`src/rtl/sfhm_ram.sv`:
```
module sfhm_ram #(
	parameter int WIDTH = 8,
	parameter int DEPTH = 256
) (
	input  logic                     clk,
	input  logic                     we,
	input  logic [$clog2(DEPTH)-1:0] waddr,
	input  logic [WIDTH-1:0]         wdata,
	input  logic [$clog2(DEPTH)-1:0] raddr,
	output logic [WIDTH-1:0]         rdata
);

	logic [WIDTH-1:0] mem [DEPTH];
	logic [WIDTH-1:0] rdata_q;

	always_ff @(posedge clk) begin
		if (we) begin
			mem[waddr] <= wdata;
		end
		rdata_q <= mem[raddr];
	end

	assign rdata = rdata_q;

endmodule

```
`config.mk`:
```
export PLATFORM = sky130hd
export DESIGN_NAME = sfhm_ram
export DESIGN_NICKNAME = d
export VERILOG_FILES = /design/src/rtl/sfhm_ram.sv
export SDC_FILE = /design/constraint.sdc
export NUM_CORES = 2
export LEC_CHECK = 0
export BUFFER_PORTS_ARGS = -buffer_cell sky130_fd_sc_hd__buf_2
export CORE_MARGIN = 4
export CORE_UTILIZATION = 40
export DETAILED_ROUTE_END_ITERATION = 12
export PLACE_DENSITY = 0.6
export SLEW_MARGIN = 15
export SYNTH_ARGS = -nofsm -noshare
export SYNTH_HDL_FRONTEND = slang
export SYNTH_SLANG_ARGS = --single-unit
```
`constraint.sdc`:
```
create_clock -name clk -period 4.7 [get_ports clk]
set_input_delay 0.94 -clock clk [delete_from_list [all_inputs] [get_ports clk]]
set_output_delay 0.94 -clock clk [all_outputs]
set_load 0.05 [all_outputs]
```
# Word level (Yosys, flattened, before mapping)
# Memories as Yosys holds them, arrays and structs flattened. A register that Yosys moved wholly into a read port is not among the register bits.
# Cells that the tools add are included.
[classes] muxes=2
[ops] operator="2-to-1 mux 1 bit" n=2
[word_totals] inputBits=26 output_inout_bits=8 n_memories=1 ramBits=2048 ff_bits=0 wordCells=3
[mem_list] memory="mem" depth=256 width=8 read_ports=1 rd_clocked_by_memory_dff=1 write_ports=1 line_no="13" rtl="logic [WIDTH-1:0] mem [DEPTH];"

# Longest topological paths before layout
[logic_depth] depth_word=2 ltp_mapped=11 mapped_depth_nobuf=6

# Worst setup path before layout
# OpenSTA, ideal clock, no wires.
[synth_timing] kind="input-to-reg" from="input port raddr[0]" to="register rdata_q[2], in the netlist rdata[2] (read register of mem)" path_stages=9 n_path_buf=4 path_slack_ns=1.822 setup_time_ns=0.131 arrival_time_ns=2.747 required_time_ns=4.569 path_cell_list="buf_6 > buf_12 > buf_8 > buf_2 > mux4_2 > a22oi_1 > a21oi_1 > nor4_1 > nor4_2"
[synth_rtl] item="start, declared" line_no="9" rtl="input logic [$clog2(DEPTH)-1:0] raddr,"
[synth_rtl] item="end, declared" line_no="14" rtl="logic [WIDTH-1:0] rdata_q;"

==> results.md <==
- H-tree lvl count: 4
- Buf+Inv Stages, Crit Path: 3
- Cell family contributing the most delay on the critical path: buffers and inverters
- TritonCTS clock tree: yes
- Layout filler cell count: 16337
- Clk Latency, worst-skew pair: 0.85 ns
- Layout Area Growth over Synthesis: 13.38%
- Leakage power figure: 27.80 nW
- Clk network pwr share: 41.4%
- Count of buffers inserted at the top-level ports: 33
- Commonest cells after routing, fill and taps aside: sky130_fd_sc_hd__edfxtp_1, sky130_fd_sc_hd__mux4_2, sky130_fd_sc_hd__nor2_1, sky130_fd_sc_hd__clkbuf_16, sky130_fd_sc_hd__buf_4
- Share of flip-flops with an asynchronous set or reset after synthesis: 0%
- Pin count of the biggest net entering global routing: 152
- Worst min-delay path category: input pin to flip-flop
- EDFF count, synth: 2048
- Warnings, synthesis: 0
- Nets: 3988
- Hold-fix buffer count after cts: 0
- Number of top-level pins: 34
- Number of stages on the worst hold path: 1
- Cell types with the largest area share after synthesis: sky130_fd_sc_hd__edfxtp_1, sky130_fd_sc_hd__mux4_2, sky130_fd_sc_hd__mux2i_1
- Initial drt markers: 4981
- Total vias in the final route: 39376
- Number of cells on the worst reg-to-reg path: 6
- Average instance area after synthesis: 21.31 µm²
- Share of final-layout standard cells stronger than drive strength 1: 24.72%
- Period utilisation layout: 73.97%
- Synthesis-stage register bit count: 2056
- Power per unit of standard cell area: 419.6 mW/mm²
- RSZ-0062 raised after global routing: false
- Clock sinks: 2056
- Internal power: 29.57 mW
- Worst hold-check slack: 0.5286 ns
- Logic depth of the worst path, buffers included: 9
- Final wirelength: 204200 µm
- Most frequent standard cell in the layout excluding fill and tap cells: sky130_fd_sc_hd__edfxtp_1
- Cell type of the slowest stage on the worst timing path: sky130_fd_sc_hd__nor3_1
- Number of endpoints with negative hold slack in the final report: 0
- Final count of pins violating max slew: 0
- Total congestion overflow: 0
- Antenna Nets Post-Route: 0
- Maximum VDD drop: 0.4652 mV
- Net count of the mapped netlist: 3759
- Yosys top cell by area: sky130_fd_sc_hd__edfxtp_1
- Routability Congestion: 0.8354
- DR WL/cell: 30.15 µm
- Reported net switching power: 8.275 mW
- Vias in the first global route: 38762
- Endpoint of the most critical setup path: rdata[5]
- Source of the worst register-to-register timing path: mem[82][3]
- Buffers inserted during post-CTS setup optimization: 0
- CP Max Fanout: 52
- Final count of negative-setup-slack endpoints: 0
- Initial cell density of the core: 40.26%
- Data arrival time of the critical path: 4.16 ns
- Power share of the sequential group: 53.5%
- Cell-by-cell trace of the critical path: buf_8 -> buf_12 -> buf_12 -> mux4_2 -> a22o_1 -> a221oi_1 -> o32ai_1 -> nor3_1 -> nor4_1
- Share of the synthesized area in the top cell type: 77.30%
- Critical path data required time: 5.38 ns
- Type of origin of the critical path: input pin
- Maximum single-stage delay on the critical path: 0.62 ns
- Synth Flop Type: sky130_fd_sc_hd__edfxtp_1
- Number of vias per cell: 5.815
- Critical Setup Path Class: input pin to flip-flop
- Overall power after layout: 37.85 mW
- Worst Setup End Kind: flip-flop
- Initial antenna violation count: 10
- Reg-to-reg critical path endpoint: rdata[3]
- Cell at the root of the clock tree: sky130_fd_sc_hd__clkbuf_16
- Full die area: 0.2061 mm²
- Wire length of the first global-routing pass: 291600 µm
- DPL Wire Length: 127100 µm
- Critical Path Start: raddr[0]
- Fmax: 287.6 MHz
- Summed negative setup slack over all endpoints: 0 ns
- Combinational fraction of design power: 5.1%
- Remaining design rule violation count: 0
- Clock buffers created by TritonCTS: 203
- Post-synthesis cell area: 0.07956 mm²
- Net Sw Frac: 21.86%
- Clock transition at path regs: 0.06 ns
- Final setup skew: 0.05311 ns
- Worst-case headroom to the max-slew limit: 18.35%
- Slew of the pin with the lowest slew margin: 1.213 ns
- GRT Total Usage: 19.68%
- Pre-Repair DR Iteration Count: 5
- Max Root-Sink Buffers: 3
- Die Wd: 454.0 µm
- Distinct cells, synth: 55
- Post-synthesis cell count: 3733
- Register-to-register setup slack: 1.92 ns
- Max-capacitance violation count: 0
- Most used cell, CP: sky130_fd_sc_hd__buf_12
- Post-cts sizing count: 0
- Final critical path time including I/O delays and setup: 3.477 ns
- Height of the chip: 454.0 µm
- Core Area: 0.1976 mm²
- Seq/Total Area, Yosys: 77.50%
- Status: completed
- Standard-cell rows: 163
-- sequential cells by signal, summed over array words and instances (netlist names) --
| signal | flops |
|---|---|
| mem | 2048 |
| rdata | 8 |
-- Yosys cell counts, drive strengths merged (10+ instances only) --
cell type / number
nor3: 22
nor2: 282
buf: 122
a21oi: 96
o22ai: 28
o221ai: 47
nor2b: 31
nand2: 33
nand4: 10
nand3: 34
a211oi: 16
edfxtp: 2048
clkbuf: 111
nor4: 27
mux4: 456
mux2i: 134
o21ai: 12
a221oi: 14
a22oi: 133
o211ai: 10
-- power by group through the flow --
| stage | sequential (mW) | combinational, mW | clock (mW) |
|---|---|---|---|
| floorplan | 20.7 | 0.982 | 0 |
| global placement | 20.6 | 1.92 | 0 |
| detailed placement | 20.6 | 1.94 | 0 |
| CTS | 20.2 | 1.94 | 15.9 |
| global route | 20.2 | 2.03 | 16.7 |
| finish | 20.2 | 1.94 | 15.7 |
-- worst reg2reg max path: cells and delay by family, from the launching register on --
| kind | cells | cell delay, ns |
|---|---|---|
| simple gates | 2 | 1.00 |
| compound gates | 3 | 0.75 |
| mux | 1 | 0.49 |
| flops | 1 | 0.38 |
-- how the worst min path moves through the flow --
stage / from / slack [ns] / to
final: wdata[3] / 0.53 / mem[23][3]
after global routing: wdata[3] / 0.47 / mem[16][3]
after global placement: mem[176][4] / 1.09 / rdata[4]
after floorplan: mem[40][3] / 0.77 / rdata[3]
after detailed placement: mem[176][4] / 1.11 / rdata[4]
after CTS: wdata[2] / 0.56 / mem[202][2]
-- per-stage QoR --
step           utilization [%]  instance area [µm²]  worst slack, ns  instances
2_1_floorplan                -                79560            1.822       3733
3_3_place_gp             42.39                83770           0.2475       6395
3_5_place_dp             42.39                83780           0.2508       6396
4_1_cts                  45.62                90160            1.174       6769
5_1_grt                  45.64                90200            1.088       6770
6_report                 45.64                90200            1.223       6771
-- cell families (layout without fill, tap and decap cells) --
kind of cell	after synthesis	in the layout	synth area share, %
AOI/OAI and AO/OA	385	385	3.419
buffers and inverters	235	632	1.831
DFF	2056	2056	77.50
muxes	591	591	14.62
other	0	1	0
and+or+nand+nor	466	466	2.628
-- cell type report --
type	instances	area (µm²)	area share, %
multi-input cells	1442	16520	18.32
clock inverters	111	1008	1.118
clock buffers	262	5371	5.955
diodes	1	2.502	0.002774
repair buffers	257	2322	2.575
flip-flops and latches	2056	61660	68.36
well taps	2640	3303	3.662
inverters	2	7.507	0.008323
-- metal layers --
metal | vias up | part of all wire [%] | track usage, %
li1 | 16151 | - | -
met1 | 21244 | 42 | 28.43
met2 | 1662 | 47 | 30.78
met3 | 315 | 7.8 | 3.785
met4 | 4 | 2.8 | 5.419
met5 | - | 0.012 | 0
No activity file was read; power rests on OpenSTA's default activity.
