===== config.mk =====
export PLATFORM = sky130hd
export DESIGN_NAME = sfhm_div
export DESIGN_NICKNAME = d
export VERILOG_FILES = /design/src/rtl/sfhm_pkg.sv /design/src/rtl/sfhm_div.sv
export SDC_FILE = /design/constraint.sdc
export NUM_CORES = 1
export LEC_CHECK = 0
export BUFFER_PORTS_ARGS = -buffer_cell sky130_fd_sc_hd__buf_4
export CORE_UTILIZATION = 50
export CTS_CLUSTER_SIZE = 14
export DETAILED_ROUTE_END_ITERATION = 6
export HOLD_SLACK_MARGIN = 0.12
export PLACE_DENSITY_LB_ADDON = 0.12
export SETUP_SLACK_MARGIN = 0.3
export SYNTH_ARGS = -nofsm -noshare
export SYNTH_HDL_FRONTEND = slang
export SYNTH_SLANG_ARGS = --single-unit

===== constraint.sdc =====
create_clock -name clk -period 3.9 [get_ports clk]
set_input_delay 0.195 -clock clk [delete_from_list [all_inputs] [get_ports clk]]
set_output_delay 0.195 -clock clk [all_outputs]
set_load 0.02 [all_outputs]

===== src/rtl/sfhm_pkg.sv =====
package sfhm_pkg;

	// fixed field widths
	localparam int SID_W    = 8;
	localparam int TS_W     = 63;
	localparam int THR_W    = 47;
	localparam int GAP_W    = 48;
	localparam int RATE_W   = 17;
	localparam int TOTAL_W  = 32;
	localparam int STATUS_W = 2;

	localparam logic [THR_W-1:0] THR_RESET = THR_W'(1000000000);

	// parameter defaults
	localparam int NUM_SOURCES_DEF    = 256;
	localparam int COUNT_BITS_DEF     = 32;
	localparam int RATE_FRAC_BITS_DEF = 16;

	typedef enum logic [STATUS_W-1:0] {
		HEALTH_NONE     = 2'd0,
		HEALTH_OK       = 2'd1,
		HEALTH_DEGRADED = 2'd2
	} sfhm_health_t;

	typedef enum logic [2:0] {
		S_CLEAR,
		S_IDLE,
		S_UPDATE,
		S_GAP,
		S_DIV_GO,
		S_DIV_WAIT,
		S_FINISH
	} sfhm_state_t;

	typedef struct packed {
		logic busy;
		logic done;
	} sfhm_div_stat_t;

endpackage


===== src/rtl/sfhm_div.sv =====
module sfhm_div #(
	parameter int COUNT_BITS     = 32,
	parameter int RATE_FRAC_BITS = 16
) (
	input  logic                        clk,
	input  logic                        arst_n,
	input  logic                        start,
	input  logic [COUNT_BITS-1:0]       num,
	input  logic [COUNT_BITS-1:0]       den,
	output sfhm_pkg::sfhm_div_stat_t    stat,
	output logic [RATE_FRAC_BITS:0]     quot
);
	import sfhm_pkg::*;

	localparam int CNT_W = $clog2(RATE_FRAC_BITS + 1);
	localparam logic [RATE_FRAC_BITS:0] ONE = (RATE_FRAC_BITS+1)'(1) << RATE_FRAC_BITS;

	logic                    busy_q;
	logic                    done_q;
	logic [CNT_W-1:0]        cnt_q;
	logic [COUNT_BITS-1:0]   rem_q;
	logic [RATE_FRAC_BITS:0] quot_q;

	logic [COUNT_BITS:0] rem_sh;
	logic                take;

	// one restoring step
	assign rem_sh = {rem_q, 1'b0};
	assign take   = rem_sh >= {1'b0, den};

	always_ff @(posedge clk or negedge arst_n) begin
		if (!arst_n) begin
			busy_q <= 1'b0;
			done_q <= 1'b0;
			cnt_q  <= '0;
		end else begin
			done_q <= 1'b0;
			if (start) begin
				if (num >= den) begin
					done_q <= 1'b1;
				end else begin
					busy_q <= 1'b1;
					cnt_q  <= CNT_W'(RATE_FRAC_BITS);
				end
			end else if (busy_q) begin
				cnt_q <= cnt_q - 1'b1;
				if (cnt_q == CNT_W'(1)) begin
					busy_q <= 1'b0;
					done_q <= 1'b1;
				end
			end
		end
	end

	always_ff @(posedge clk) begin
		if (start) begin
			rem_q  <= num;
			quot_q <= (num >= den) ? ONE : '0;
		end else if (busy_q) begin
			rem_q  <= take ? COUNT_BITS'(rem_sh - {1'b0, den}) : COUNT_BITS'(rem_sh);
			quot_q <= {quot_q[RATE_FRAC_BITS-1:0], take};
		end
	end

	assign stat.busy = busy_q;
	assign stat.done = done_q;
	assign quot      = quot_q;

`ifndef SYNTHESIS
	a_start_idle: assert property (@(posedge clk) disable iff (!arst_n)
		start |-> !busy_q)
		else $error("divider started while busy");
	a_clamp: assert property (@(posedge clk) disable iff (!arst_n)
		start && (num >= den) |=> done_q && (quot_q == ONE))
		else $error("clamped quotient not delivered");
	a_range: assert property (@(posedge clk) disable iff (!arst_n)
		done_q |-> quot_q <= ONE)
		else $error("quotient above one");
`endif

endmodule


* Word level (Yosys, flattened, before mapping) *
Index checks and enable logic that the tools add are counted.
Widths: inputs -> output; s select.

storage, ports and cells
  memories = 0
  memory bits (writable) = 0
  register bits after elaboration = 56
  memory bits (read-only) = 0
  bits in latches = 0

operators by class
  equality and inequality tests = 2
  order comparisons = 2
  reductions and logical operators = 2
  multiplexer cells = 17
  $mul = 0
  divide/modulo/power cells = 0
  bitwise gates (word level) = 0
  add/sub/neg operators = 2
  shift operators = 0

operator list
  operator             number
  $mux 32              3
  $mux 17              3
  $ge 33x32->1         1
  $ge 32x32->1         1
  $sub 32x32->32       1
  $mux 5               3
  $mux 1               8
  $eq 5x1->1 const B   1
  $sub 5x1->5 const B  1
  $ne 2x2->1 const B   1
  $reduce_and 2->1     1
  $reduce_bool 2->1    1

* Depth between registers and ports, before layout *
  depth after elaboration = 4
  depth in mapped cells = 12
  gate-level depth less buffers = 10

* Least setup slack after synthesis *
No wires, ideal clock.

  kind = register to register
  from = register rem_q[20]
  to = register rem_q[1], data pin
  library setup time = 0.259 ns
  path buffers = 2
  data required time = 3.641 ns
  slack = 1.243 ns
  data arrival time = 2.398 ns
  clock period less this slack = 2.657 ns
  cell stages (with the launch flop) = 12
  cells stage by stage = edfxtp_1 > ha_1 > buf_6 > and3_1 > a221o_1 > a21oi_1 > nand3_1 > o211ai_2 > a31o_4 > buf_6 > a21oi_2 > o31a_1

on the way
  cells in the longest elaborated chain, start to end = 4

RTL lines
  item                    RTL line        source
  from (decl)             sfhm_div.sv:21  logic [COUNT_BITS-1:0] rem_q;
  from (signal assigned)  sfhm_div.sv:57  rem_q <= num;
  from (signal assigned)  sfhm_div.sv:60  rem_q <= take ? COUNT_BITS'(rem_sh - {1'b0, den}) : COUNT_BITS'(rem_sh);
  $ge 33x32->1            sfhm_div.sv:29  assign take = rem_sh >= {1'b0, den};
  $mux 32                 sfhm_div.sv:60
  $mux 32                 sfhm_div.sv:59  end else if (busy_q) begin
  $mux 32                 sfhm_div.sv:56  if (start) begin

No other way between the ends. The select of a mux whose other input is x is not followed.
A chain may end at the register's enable or synchronous reset.

* Worst setup path in the final report *
  from = register rem_q[18]
  to = register rem_q[7], data pin

Same word-level chain as after synthesis.

==> impl_metrics.yaml <==
layout:
  fin_util_pct: 59.7
  drive_gt1_share_pct: 17.2
  areaGrowthSynthToFinish_pct: 14.5
  fin_nets: 815
  diodes: 0
cts:
  cts_inserted_buffers: 5
  cts.sinks: 56
  cts_tree: "done"
  cts-root-buf: "clkbuf_8"
  clockBufferDepth: 2
  clkLatencyLatePin_ps: 330
  ctsHtreeMaxLevel: 2
  path_clk_slew_ps: 120
worst_setup_path:
  cp_max_fo: 14
  worst_path_max_delay_cell: "nor2_4"
  path_buf_inv: 0
  cp-start-kind: "register"
  cpPeakStageDelay_ps: 540
  reg2reg_to: "rem_q[7]"
  crit_path_end_kind: "register"
  worstSetupPathType: "register to register"
  path_cells: "ha_1 -> and3_1 -> a221o_1 -> a21oi_1 -> nand3_1 -> o211ai_2 -> a31oi_4 -> nor2_4 -> o311ai_0"
  critical_path.top_delay_family: "compound AO/OA/AOI/OAI gates"
  cp.required_ps: 3960
  reg2regPathDepth: 9
  r2r_slack_ps: 650
  critical_path_arrival_ps: 3310
  r2r_start: "rem_q[18]"
power_and_ir_drop:
  power_density_nw_per_um2: 680
  internal_power_mw: 2.22
  p_clk_share_pct: 8.7
  power_switching_mw: 2.01
  p_comb_share_pct: 64.7
  switching_share_pct: 47.5
  seq_power_share_pct: 26.6
  p_leak_nw: 2.76
  vdd.ir_drop.worst_v: 0.000291
logic_synthesis:
  ys_seq_elements: 56
  syn_area_per_cell_um2: 8.79
  ys_async_sr_fraction_pct: 12.5
  synth_flop_cell: "edfxtp_1"
  syn-cell-area_um2: 5440
  ys_seq_area_share_pct: 30.3
  synth_cells: 618
  syn_nets: 752
  synth_top_area_share_pct: 27.1
  synth.top_cells.by_area: "edfxtp_1 27%, ha_1 15%, a21oi_1 4.0%, xnor2_1 3.7%, o21ai_0 3.6%"
  synth_top_cell_by_area: "edfxtp_1"
  synthTopCellsByCount: "66 x ha_1, 49 x edfxtp_1, 46 x nor2_1"
  synth_cell_types: 66
  synth-edff-count: 49
  synth_most_common_cell: "ha_1"
  yosys_warnings: 0
placed_design:
  port_buffers: 85
  gp_congestion: 0.965
  hpwlAfterDp_um: 10800
route:
  drc: 0
  first_iter_violations: 271
  wire_per_inst_um: 17.3
  viasPerCell: 6.00
  wirelength_um: 14200
  vias: 4904
  antenna_left: 0
  dr.pass1.iters: 4
global_route:
  grt_pass1_wl_um: 23500
  antenna_found_initial: 0
  track_usage_pct: 26.0
  grt_overflow: 0
  grt_max_degree: 65
  grt_pass1_vias: 4777
hold_path:
  hp-class: "input pin to register"
  holdPathStages: 3
  worstHoldStart: "num[0]"
  hold_end: "rem_q[0]"
die:
  pin_count: 86
  core-area_um2: 10400
  dieArea_um2: 11300
  die_y_um: 106
  rows: 37
  die_x_um: 106
  initial_core_util_pct: 52.2
sta:
  fmax_ghz: 0.308
  relSlewSlack_pct: 45.4
  worst_pin_slew_ps: 818
  setup_viol: 0
  rsz0062_at_grt: "false"
  period_share_pct: 83.4
  hold_violations: 0
  drv_slew: 0
  min_period_ps: 3250
  fin_tns_setup_ps: 0
  fin_skew_ps: 8.83
flow_run:
  cap_violations: 0
run_status:
  status: "finished, final reports clean"
[layout make-up]
| class | count | area (µm²) |
|---|---|---|
| fillers | 960 | 4190 |
| well taps | 136 | 170 |
| flip-flops and latches | 56 | 1650 |
| clock buffers | 5 | 68.8 |
| inverters | 44 | 165 |
| clock inverters | 3 | 28.8 |
| repair buffers | 90 | 678 |
| multi-input cells | 484 | 3460 |
[layer usage]
layer  global-route usage, %  routed length [µm]  share of wire, %  vias up
met5                       0                   0                 0        -
met1                    36.0                6590                46     2320
li1                        -                   -                 -     2433
met3                    3.31                 709               5.0       13
met4                    5.26                 155               1.1        0
met2                    43.4                6730                47      138
[sequential cells by signal, summed over array words and instances (netlist names)]
name    count
rem_q      32
quot       17
cnt_q       5
busy_q      1
done_q      1
[timing repair]
| item | CTS | global route |
|---|---|---|
| setup endpoints to repair | 0 | 0 |
| resized for setup | 0 | 0 |
| buffers inserted | 0 | 0 |
| hold endpoints to repair | 7 | 0 |
| hold buffers | 1 | 0 |
[tightest hold or removal path: stages]
cell and delay (ps):
buf_4 90, nand2_1 50, o31ai_1 50
[cell families (layout without fill, tap and decap cells)]
family	after synthesis	count (layout)	share of synthesized area (%)
and+or+nand+nor	195	195	18.1
buffers and inverters	78	142	6.19
adders and majority gates	67	67	15.6
AOI/OAI and AO/OA	195	195	25.5
xor gates and xnor gates	27	27	4.35
DFF	56	56	30.3
[cells in the final DEF, fill, tap and decap left out, drive strengths merged, types with 24 or more instances in the layout]
cell type  instances
nand2             40
inv               46
nor2              47
buf               89
a21oi             45
o21ai             42
edfxtp            49
a21o              24
ha                66
nand4             25
[worst max-delay path by stage]
stage	from	end	slack [ps]	cells past startpoint
after floorplan	rem_q[20]	rem_q[1]	1240	11
after global placement	rem_q[18]	rem_q[7]	800	9
after detailed placement	rem_q[18]	rem_q[7]	700	9
after CTS	rem_q[18]	rem_q[7]	670	9
after global routing	rem_q[18]	rem_q[7]	450	9
final	rem_q[18]	rem_q[7]	650	9
[power groups by stage]
stage                     Sequential (mW)  Combinational, mW  Clock, mW
after floorplan                      1.13               2.04          0
after global placement               1.12               2.66          0
after detailed placement             1.13               2.68          0
after CTS                            1.12               2.71      0.378
after global routing                 1.15               3.02      0.398
final                                1.13               2.74      0.369
[stage by stage]
step	area, µm²	hold WS (ps)	std cells	power (mW)	setup WS [ps]
floorplan	5440	-101	618	3.17	1240
global placement	6110	13.6	809	3.78	804
detailed placement	6110	13.9	809	3.82	699
CTS	6220	152	818	4.21	672
global route	6220	167	818	4.57	446
finish	6220	155	818	4.23	648
Power figures use the tool's default switching activity.
